<file path="config.mk">
export PLATFORM = sky130hd
export DESIGN_NAME = float32_to_fp10_convert_unit_flat
export DESIGN_NICKNAME = d
export VERILOG_FILES = /design/src/hw/rtl/f2fp10_pkg.sv /design/src/hw/rtl/f2fp10_req_if.sv /design/src/hw/rtl/f2fp10_rsp_if.sv /design/src/hw/rtl/float32_to_fp10_convert_unit.sv /design/src/flat_wrapper.sv
export SDC_FILE = /design/constraint.sdc
export NUM_CORES = 1
export LEC_CHECK = 0
export BUFFER_PORTS_ARGS = -buffer_cell sky130_fd_sc_hd__buf_4
export CAP_MARGIN = 10
export CORE_UTILIZATION = 35
export DETAILED_ROUTE_END_ITERATION = 7
export SLEW_MARGIN = 20
export SYNTH_ARGS = -nofsm -noshare
export SYNTH_HDL_FRONTEND = slang
export SYNTH_SLANG_ARGS = --single-unit
</file>
<file path="constraint.sdc">
create_clock -name clock -period 5.05 [get_ports clock]
set_input_delay 0.505 -clock clock [delete_from_list [all_inputs] [get_ports clock]]
set_output_delay 0.505 -clock clock [all_outputs]
set_load 0.01 [all_outputs]
</file>
<file path="src/hw/rtl/f2fp10_pkg.sv">
// Shared widths and encodings for the float32 to FP10 (e5m4) converter.
// No dependencies; used by the channel interfaces and the top level.

package f2fp10_pkg;

   // Payload widths
   localparam int FLOAT_WIDTH = 32;
   localparam int CODE_WIDTH  = 10;

   // Single-precision field layout
   localparam int EXP32_WIDTH  = 8;
   localparam int MANT32_WIDTH = 23;
   localparam int SIG32_WIDTH  = MANT32_WIDTH + 1;

   // Biased single-precision exponent thresholds (bias 127)
   localparam logic [EXP32_WIDTH-1:0] EXP32_ALL_ONES   = 8'hFF;
   localparam logic [EXP32_WIDTH-1:0] EXP32_MAX_FINITE = 8'd142;  // unbiased 15
   localparam logic [EXP32_WIDTH-1:0] EXP32_MIN_NORMAL = 8'd113;  // unbiased -14
   localparam logic [EXP32_WIDTH-1:0] EXP32_MIN_KEEP   = 8'd108;  // unbiased -19

   // Rebias 127 -> 15, and the subnormal shift base (shift = 132 - exp)
   localparam logic [EXP32_WIDTH-1:0] EXP_REBIAS    = 8'd112;
   localparam logic [EXP32_WIDTH-1:0] SUB_SHIFT_TOP = 8'd132;

   // Magnitude codes (exponent and fraction, sign excluded)
   localparam logic [CODE_WIDTH-2:0] MAG_INF  = 9'h1F0;
   localparam logic [CODE_WIDTH-2:0] MAG_NAN  = 9'h1F1;
   localparam logic [CODE_WIDTH-2:0] MAG_ZERO = 9'h000;

endpackage

</file>
<file path="src/hw/rtl/f2fp10_req_if.sv">
// Request channel: one float32 bit pattern per item, valid/ready handshake.
// Depends on f2fp10_pkg for the payload width.

interface f2fp10_req_if;
   logic                                 valid;
   logic                                 ready;
   logic [f2fp10_pkg::FLOAT_WIDTH-1:0]   float_bits;

   modport source (output valid, output float_bits, input ready);
   modport sink   (input valid, input float_bits, output ready);
endinterface

</file>
<file path="src/hw/rtl/f2fp10_rsp_if.sv">
// Response channel: one FP10 code per item, valid/ready handshake.
// Depends on f2fp10_pkg for the payload width.

interface f2fp10_rsp_if;
   logic                                 valid;
   logic                                 ready;
   logic [f2fp10_pkg::CODE_WIDTH-1:0]    fp10_code;

   modport source (output valid, output fp10_code, input ready);
   modport sink   (input valid, input fp10_code, output ready);
endinterface

</file>
<file path="src/hw/rtl/float32_to_fp10_convert_unit.sv">
// A request passes through the input register, the convert logic and the result
// register before its response is valid.
// Throughput: one item per cycle while the response channel is ready; the input
// register refills while a finished result waits in the result register.
// Reset (synchronous, active high) empties both stages; payload is not cleared.
// Depends on f2fp10_pkg, f2fp10_req_if and f2fp10_rsp_if.

module float32_to_fp10_convert_unit (
   input  logic          clock,
   input  logic          reset,
   f2fp10_req_if.sink    req_chan,
   f2fp10_rsp_if.source  rsp_chan
);

   // Stage registers
   logic                                    s1_valid_ff, s1_valid_in;
   logic [f2fp10_pkg::FLOAT_WIDTH-1:0]      s1_bits_ff, s1_bits_in;
   logic                                    rsp_valid_ff, rsp_valid_in;
   logic [f2fp10_pkg::CODE_WIDTH-1:0]       rsp_code_ff, rsp_code_in;

   logic s1_advance;
   logic req_take;

   // Decoded operand fields
   logic                                    sign;
   logic [f2fp10_pkg::EXP32_WIDTH-1:0]      exp32;
   logic [f2fp10_pkg::MANT32_WIDTH-1:0]     mant;
   logic                                    is_nan;
   logic                                    is_big;
   logic                                    is_tiny;
   logic                                    is_normal;

   // Normal path
   logic [f2fp10_pkg::EXP32_WIDTH-1:0]      norm_exp_full;
   logic                                    norm_round;
   logic [f2fp10_pkg::CODE_WIDTH-2:0]       norm_mag;

   // Subnormal path
   logic [f2fp10_pkg::SIG32_WIDTH-1:0]      sig;
   logic [f2fp10_pkg::EXP32_WIDTH-1:0]      sh_full;
   logic [4:0]                              sh;
   logic [4:0]                              sh_m1;
   logic [f2fp10_pkg::SIG32_WIDTH-1:0]      sub_shifted;
   logic [f2fp10_pkg::SIG32_WIDTH-1:0]      sub_rshift;
   logic [f2fp10_pkg::SIG32_WIDTH-1:0]      sub_mask;
   logic [3:0]                              sub_frac;
   logic                                    sub_round;
   logic [4:0]                              sub_sum;
   logic [f2fp10_pkg::CODE_WIDTH-2:0]       sub_mag;

   logic [f2fp10_pkg::CODE_WIDTH-2:0]       mag;

   // Handshake: stage 1 moves on when the result register is free or draining
   assign s1_advance     = s1_valid_ff && (!rsp_valid_ff || rsp_chan.ready);
   assign req_chan.ready = !s1_valid_ff || s1_advance;
   assign req_take       = req_chan.valid && req_chan.ready;

   // Split the operand
   assign sign  = s1_bits_ff[31];
   assign exp32 = s1_bits_ff[30:23];
   assign mant  = s1_bits_ff[22:0];

   assign is_nan    = (exp32 == f2fp10_pkg::EXP32_ALL_ONES) && (mant != '0);
   assign is_big    = exp32 > f2fp10_pkg::EXP32_MAX_FINITE;
   assign is_tiny   = exp32 < f2fp10_pkg::EXP32_MIN_KEEP;
   assign is_normal = exp32 >= f2fp10_pkg::EXP32_MIN_NORMAL;

   // Normal range: rebias, round to nearest even; a fraction carry bumps the exponent
   always_comb begin
      norm_exp_full = exp32 - f2fp10_pkg::EXP_REBIAS;
      norm_round    = mant[18] && ((|mant[17:0]) || mant[19]);
      norm_mag      = {norm_exp_full[4:0], mant[22:19]}
                      + {{(f2fp10_pkg::CODE_WIDTH-2){1'b0}}, norm_round};
   end

   // Subnormal range: shift significand to units of 2^-18 and round; 16 lands on min normal
   always_comb begin
      sig         = {1'b1, mant};
      sh_full     = f2fp10_pkg::SUB_SHIFT_TOP - exp32;
      sh          = sh_full[4:0];
      sh_m1       = sh - 5'd1;
      sub_shifted = sig >> sh;
      sub_rshift  = sig >> sh_m1;
      sub_mask    = ({{(f2fp10_pkg::SIG32_WIDTH-1){1'b0}}, 1'b1} << sh_m1)
                    - {{(f2fp10_pkg::SIG32_WIDTH-1){1'b0}}, 1'b1};
      sub_frac    = sub_shifted[3:0];
      sub_round   = sub_rshift[0] && ((|(sig & sub_mask)) || sub_frac[0]);
      sub_sum     = {1'b0, sub_frac} + {4'd0, sub_round};
      sub_mag     = {4'd0, sub_sum};
   end

   // Pick the magnitude by range
   always_comb begin
      if (is_nan) begin
         mag = f2fp10_pkg::MAG_NAN;
      end else if (is_big) begin
         mag = f2fp10_pkg::MAG_INF;
      end else if (is_tiny) begin
         mag = f2fp10_pkg::MAG_ZERO;
      end else if (is_normal) begin
         mag = norm_mag;
      end else begin
         mag = sub_mag;
      end
   end

   // Next-state values
   always_comb begin
      s1_valid_in  = req_take || (s1_valid_ff && !s1_advance);
      s1_bits_in   = req_take ? req_chan.float_bits : s1_bits_ff;
      rsp_valid_in = s1_advance || (rsp_valid_ff && !rsp_chan.ready);
      rsp_code_in  = s1_advance ? {sign, mag} : rsp_code_ff;
   end

   // Control registers
   always_ff @(posedge clock) begin
      if (reset) begin
         s1_valid_ff  <= 1'b0;
         rsp_valid_ff <= 1'b0;
      end else begin
         s1_valid_ff  <= s1_valid_in;
         rsp_valid_ff <= rsp_valid_in;
      end
   end

   // Payload registers
   always_ff @(posedge clock) begin
      s1_bits_ff  <= s1_bits_in;
      rsp_code_ff <= rsp_code_in;
   end

   assign rsp_chan.valid     = rsp_valid_ff;
   assign rsp_chan.fp10_code = rsp_code_ff;

   // Both stages are empty right after reset
   assert property (@(posedge clock) $past(reset) |-> !s1_valid_ff && !rsp_valid_ff)
      else $error("pipeline not empty after reset");

   // An item that leaves stage 1 shows up as a result on the next cycle
   assert property (@(posedge clock) disable iff (reset)
      s1_advance |=> rsp_valid_ff)
      else $error("advanced item did not reach result register");

   // A full pipeline with a stalled result must refuse new items
   assert property (@(posedge clock) disable iff (reset)
      s1_valid_ff && rsp_valid_ff && !rsp_chan.ready |-> !req_chan.ready)
      else $error("accepting into a blocked pipeline");

   // A NaN operand always leaves as exponent 31 with fraction 1
   assert property (@(posedge clock) disable iff (reset)
      s1_advance && is_nan |=> rsp_code_ff[f2fp10_pkg::CODE_WIDTH-2:0] == f2fp10_pkg::MAG_NAN)
      else $error("NaN not encoded as canonical NaN");

   // The sign passes through unchanged
   assert property (@(posedge clock) disable iff (reset)
      s1_advance |=> rsp_code_ff[f2fp10_pkg::CODE_WIDTH-1] == $past(s1_bits_ff[31]))
      else $error("sign bit altered");

endmodule
</file>
<file path="src/flat_wrapper.sv">
// flat-port wrapper written by rule: the top's interface ports become plain ports
module float32_to_fp10_convert_unit_flat 
  (clock, reset, req_chan_valid, req_chan_float_bits, req_chan_ready, rsp_chan_valid, rsp_chan_fp10_code, rsp_chan_ready);
  f2fp10_req_if req_chan_i ();
  f2fp10_rsp_if rsp_chan_i ();
  input  logic clock;
  input  logic reset;
  input wire logic [$bits(req_chan_i.valid)-1:0] req_chan_valid;
  input wire logic [$bits(req_chan_i.float_bits)-1:0] req_chan_float_bits;
  output wire logic [$bits(req_chan_i.ready)-1:0] req_chan_ready;
  output wire logic [$bits(rsp_chan_i.valid)-1:0] rsp_chan_valid;
  output wire logic [$bits(rsp_chan_i.fp10_code)-1:0] rsp_chan_fp10_code;
  input wire logic [$bits(rsp_chan_i.ready)-1:0] rsp_chan_ready;
  assign req_chan_i.valid = req_chan_valid;
  assign req_chan_i.float_bits = req_chan_float_bits;
  assign req_chan_ready = req_chan_i.ready;
  assign rsp_chan_valid = rsp_chan_i.valid;
  assign rsp_chan_fp10_code = rsp_chan_i.fp10_code;
  assign rsp_chan_i.ready = rsp_chan_ready;
  float32_to_fp10_convert_unit u_core (.clock(clock), .reset(reset), .req_chan(req_chan_i), .rsp_chan(rsp_chan_i));
endmodule
</file>
## Word-level counts from Yosys, hierarchy flattened

Index checks and enable logic that the tools add are counted.

| word-level totals | value |
|---|---|
| flip-flop bits (word level) | 44 |
| bits of input ports | 36 |
| output and inout bits | 12 |
| logic and storage cells | 46 |

| cells by class | value |
|---|---|
| add/sub/neg operators | 6 |
| order comparisons | 3 |
| equal/unequal tests | 1 |
| shift-type cells | 3 |
| mux-type cells | 3 |
| bitwise gates (word level) | 1 |
| reductions and logical operators | 22 |

Operators with widths:

| operator | count |
|---|---|
| $and A24 B24 Y24 | 1 |
| $reduce_or A24 Y1 | 1 |
| $shl A1 B5 Y24 const A | 1 |
| $shr A24 B5 Y1 | 1 |
| $shr A24 B5 Y4 | 1 |
| $sub A24 B1 Y24 const B | 1 |
| $reduce_bool A23 Y1 | 1 |
| $mux W9 | 2 |
| $reduce_or A18 Y1 | 1 |
| $add A9 B1 Y9 | 1 |
| $eq A8 B8 Y1 const B | 1 |
| $ge A8 B7 Y1 const B | 1 |
| $gt A8 B8 Y1 const B | 1 |
| $lt A8 B7 Y1 const B | 1 |
| $logic_and A1 B1 Y1 | 7 |
| $logic_or A1 B1 Y1 | 6 |
| $add A4 B1 Y5 | 1 |
| $sub A3 B5 Y5 const A | 1 |
| $sub A5 B1 Y5 const B | 1 |
| $sub A5 B5 Y5 const B | 1 |
| $logic_not A1 Y1 | 4 |
| $reduce_or A3 Y1 | 1 |
| $reduce_or A2 Y1 | 1 |
| $mux W1 | 1 |

## Depth between registers and ports, before layout

| logic depth | value |
|---|---|
| depth after elaboration | 12 |
| depth in mapped cells | 21 |
| gate-level depth less buffers | 17 |

## Worst setup path before layout

Ideal clock, no wire load.

| timing path | value |
|---|---|
| path kind | register to register |
| start point | register u_core.s1_bits_ff[23] (netlist name) |
| end point | register u_core.rsp_code_ff (netlist bit u_core.rsp_chan.fp10_code[0]) (data pin) |
| setup time | 0.256 ns |
| arrival | 3.552 ns |
| required time | 4.794 ns |
| path slack | 1.242 ns |
| stages on the path, launching flop included | 21 |
| path buffers | 4 |
| clock period less this slack | 3.808 ns |
| cell sequence | edfxtp_1 -> buf_6 -> inv_1 -> buf_2 -> ha_1 -> buf_4 -> a21o_1 -> a221oi_2 -> or2_1 -> buf_6 -> nand4_1 -> ha_1 -> nand2_1 -> nor2_1 -> nand2_1 -> a41oi_1 -> o21ai_1 -> nand4_1 -> nor4_1 -> nand4_1 -> a41o_1 |

| on the way | value |
|---|---|
| cells in the longest elaborated chain, start to end | 12 |
| elaborated cells between the ends (all ways) | 19 |
| those cells by class | 4 x add/sub; 3 x order compare; 1 x eq/ne; 3 x shift; 3 x mux; 1 x bitwise; 4 x reduce/logical |

RTL lines:

| item | line | source |
|---|---|---|
| from (decl) | float32_to_fp10_convert_unit.sv:17 | `logic [f2fp10_pkg::FLOAT_WIDTH-1:0] s1_bits_ff, s1_bits_in;` |
| from (signal assigned) | float32_to_fp10_convert_unit.sv:128 | `s1_bits_ff <= s1_bits_in;` |
| $sub A3 B5 Y5 | float32_to_fp10_convert_unit.sv:79 | `sh_full = f2fp10_pkg::SUB_SHIFT_TOP - exp32;` |
| $sub A5 B1 Y5 | float32_to_fp10_convert_unit.sv:81 | `sh_m1 = sh - 5'd1;` |
| $shl A1 B5 Y24 | float32_to_fp10_convert_unit.sv:84 | `sub_mask = ({{(f2fp10_pkg::SIG32_WIDTH-1){1'b0}}, 1'b1} << sh_m1)` |
| $sub A24 B1 Y24 | float32_to_fp10_convert_unit.sv:85 | `- {{(f2fp10_pkg::SIG32_WIDTH-1){1'b0}}, 1'b1};` |
| $and A24 B24 Y24 | float32_to_fp10_convert_unit.sv:87 | `sub_round = sub_rshift[0] && ((\|(sig & sub_mask)) \|\| sub_frac[0]);` |
| $reduce_or A24 Y1 | float32_to_fp10_convert_unit.sv:87 |  |
| $logic_or A1 B1 Y1 | float32_to_fp10_convert_unit.sv:87 |  |
| $logic_and A1 B1 Y1 | float32_to_fp10_convert_unit.sv:87 |  |
| $add A4 B1 Y5 | float32_to_fp10_convert_unit.sv:88 | `sub_sum = {1'b0, sub_frac} + {4'd0, sub_round};` |
| $mux W9 | float32_to_fp10_convert_unit.sv:100 | `end else if (is_normal) begin` |
| $mux W9 | float32_to_fp10_convert_unit.sv:98 | `end else if (is_tiny) begin` |
| $mux W1 | float32_to_fp10_convert_unit.sv:96 | `end else if (is_big) begin` |
| to (signal assigned) | float32_to_fp10_convert_unit.sv:129 | `rsp_code_ff <= rsp_code_in;` |
| to (decl) | float32_to_fp10_convert_unit.sv:19 | `logic [f2fp10_pkg::CODE_WIDTH-1:0] rsp_code_ff, rsp_code_in;` |

Parallel ways exist; a longest one is shown, timed or not.
A chain may end at the register's enable or synchronous reset.

## Worst setup path after layout

| timing path | value |
|---|---|
| start point | register u_core.s1_bits_ff[24] (netlist name) |
| end point | register u_core.rsp_code_ff (netlist bit u_core.rsp_chan.fp10_code[0]) (data pin) |

The elaborated chain is that of the path after synthesis.

==> flow_metrics.py <==
metrics = {
    "sta": {
        "setup_viol_count_final": 0,
        "max_freq_mhz": 234.0,
        "maxSlewViolCount": 0,
        "hold_viol": 0,
        "rsz0062_at_grt": "no",
        "min_period_ns": 4.274,
        "fin_hold_ws_ns": 0.3551,
        "tns_ns": 0,
        "tightest_slew_ns": 0.9383,
        "fin_skew_ns": 0.01813,
        "maxSlewHeadroom_pct": 37.22,
        "finalCritPeriodShare_pct": 84.64,
    },
    "floorplan": {
        "initial_core_util_pct": 36.40,
        "dieArea_mm2": 0.01125,
        "pin_count": 48,
        "row_count": 37,
        "coreArea_mm2": 0.01042,
        "die_w_um": 106.1,
        "die_h_um": 106.1,
    },
    "placed_design": {
        "dp.cells": 553,
        "gp_congestion": 0.9248,
        "port_buffers": 47,
        "hpwlAfterDp_um": 7596,
    },
    "clock_tree": {
        "cts_hold_buffers": 0,
        "insertion_delay_ns": 0.31,
        "cts.htree.levels": 2,
        "cts_buffers": 5,
        "cts_buffer_depth": 2,
        "clkTransAtPathRegs_ns": 0.11,
        "cts.sinks": 44,
        "ctsResizeCount": 0,
        "tritoncts": "yes",
        "root_buffer": "clkbuf_8",
        "cts_setup_buffers": 0,
    },
    "logic_synthesis": {
        "synth.most_common_cell": "edfxtp_1",
        "syn-cell-area_mm2": 0.003791,
        "ys.flop_type": "edfxtp_1",
        "synth_top_area_share_pct": 33.27,
        "syn_nets": 437,
        "yosys_warnings": 0,
        "synthTopCellsByCount": "edfxtp_1, nor2_1, mux2i_1, nand2_1, a21oi_1",
        "synthCells": 393,
        "synth_cell_types": 76,
        "avgSynthCellArea_um2": 9.647,
        "synth_seq_cells": 44,
        "async_reset_ff_share_pct": 0,
        "netlist_top_cells_area": "edfxtp_1, mux2i_1, mux4_2",
        "yosys.area.top_type": "edfxtp_1",
        "ys_seq_area_share_pct": 34.32,
        "synth_edf_count": 42,
    },
    "global_route": {
        "grt_pass1_vias": 3021,
        "grtUsageTotal_pct": 18.90,
        "overflow": 0,
        "antenna_found_initial": 0,
        "grt_pass1_wl_um": 16410,
        "grt_start_max_net_pins": 37,
    },
    "min_path": {
        "hold_class": "primary input to flop",
    },
    "status": {
        "status": "completed",
    },
    "cells_and_area": {
        "n_fill_cell": 1032,
        "area_growth_pct": 13.53,
        "fin_util_pct": 41.32,
        "drive_gt1_share_pct": 22.12,
        "nets": 468,
        "antennaDiodeCount": 0,
        "final_cell_count_no_fill": 561,
    },
    "drt": {
        "postRouteWirelength_um": 10570,
        "drc": 0,
        "vias": 3276,
        "drt_iter0_drc": 244,
        "wire_per_inst_um": 18.84,
        "vias_per_cell": 5.840,
        "dr.pass1.iters": 5,
        "postRouteAntennaNets": 0,
    },
    "pwr": {
        "powerDensity_mw_per_mm2": 250.2,
        "p_leak_nw": 1.602,
        "peakVddDrop_v": 0.0001228,
    },
    "worst_setup_path": {
        "cp_slowest_stage_delay_ns": 0.63,
        "cp-start-kind": "flop",
        "reg2reg_slack_ns": 0.78,
        "critPathArrivalTime_ns": 4.36,
        "end_kind": "flop",
        "cp_max_fo": 12,
        "critPathKind": "flop to flop",
        "cp.required_ns": 5.13,
        "cp_common_cell": "nand4_1",
        "critPathSlowestCell": "edfxtp_1",
        "path_cells": "inv_1 -> ha_1 -> or2_4 -> o22a_2 -> o21ai_2 -> or2_1 -> buf_4 -> nand4_1 -> ha_1 -> buf_4 -> nand2_1 -> a41oi_1 -> o21ai_1 -> nand4_1 -> nor4_1 -> nand4_1 -> a41o_1",
    },
    "flow_run": {
        "cap_violations": 0,
    },
}
[placed cells by master, fill, tap and decap left out, drive strengths merged, types with 4 or more instances in the layout]
cell type | netlist | layout
mux2i | 27 | 27
nand4 | 6 | 6
a21oi | 22 | 22
inv | 13 | 14
o31a | 4 | 4
xor2 | 7 | 7
buf | 21 | 57
ha | 8 | 8
clkbuf | 12 | 5
edfxtp | 42 | 42
o22ai | 7 | 7
mux4 | 11 | 11
nor2 | 39 | 39
nor2b | 6 | 6
a221oi | 4 | 4
or2 | 5 | 5
nor4 | 10 | 10
xnor2 | 12 | 12
o21ai | 24 | 24
a211oi | 5 | 5
nand3 | 15 | 15
nor3 | 8 | 8
nand2 | 26 | 26
[stage by stage]
step	total power (W)	area [um2]	setup slack, ns
2_1_floorplan	0.0006981	3791	1.242
3_3_place_gp	0.0007848	4189	0.9237
3_5_place_dp	0.0007854	4189	0.8898
4_1_cts	0.001086	4304	0.8700
5_1_grt	0.001129	4304	0.5312
6_report	0.001077	4304	0.7757
[logic make-up (layout without fill, tap and decap cells)]
logic type / Yosys count / count (layout) / synth area share [%]
mux: 39 / 39 / 14.06
xor+xnor: 19 / 19 / 5.083
buf+inv: 47 / 79 / 6.666
simple gates: 136 / 136 / 18.05
compound gates: 100 / 100 / 19.18
fa+ha+maj: 8 / 8 / 2.640
flops: 44 / 44 / 34.32
[worst max-delay path: cells and delay by family (launching register included)]
family                     cells  cell delay (ns)
and+or+nand+nor                7             1.30
AOI/OAI and AO/OA              5             1.00
DFF                            1             0.63
adders and majority gates      2             0.59
buffers and inverters          3             0.54
[power breakdown]
group          internal [W]  leakage, nW  switching [W]
sequential         0.000425        0.421      0.0000364
combinational      0.000146         1.13       0.000173
clock              0.000149       0.0548       0.000148
total              0.000720         1.60       0.000357
[final timing paths]
kind	endpoint	startpoint	depth (start not counted)
min reg2reg	u_core.rsp_chan.fp10_code[9]	u_core.s1_bits_ff[31]	0
max reg2reg	u_core.rsp_chan.fp10_code[0]	u_core.s1_bits_ff[24]	17
max	u_core.rsp_chan.fp10_code[0]	u_core.s1_bits_ff[24]	17
min	u_core.rsp_chan.valid	reset	2
[per-layer routing]
metal  track usage [%]  wire (um)
met3             2.391        720
met2             30.53       5083
met5                 0          0
met1             26.68       4595
met4             4.861        167
[sequential cells by signal (all words and copies together) (netlist names)]
register                   cells
u_core.s1_bits_ff             32
u_core.rsp_chan.fp10_code     10
u_core.rsp_chan.valid          1
u_core.s1_valid_ff             1
[final cells by class]
class / count / area (um2) / share of cell area (%)
clock buffer: 5 / 68.82 / 1.599
sequential: 44 / 1301 / 30.23
tap: 136 / 170.2 / 3.953
inverter: 14 / 52.55 / 1.221
clock inverter: 3 / 46.29 / 1.076
timing repair buffer: 57 / 427.9 / 9.942
multi-input combinational: 302 / 2237 / 51.98
Power figures use the tool's default switching activity.
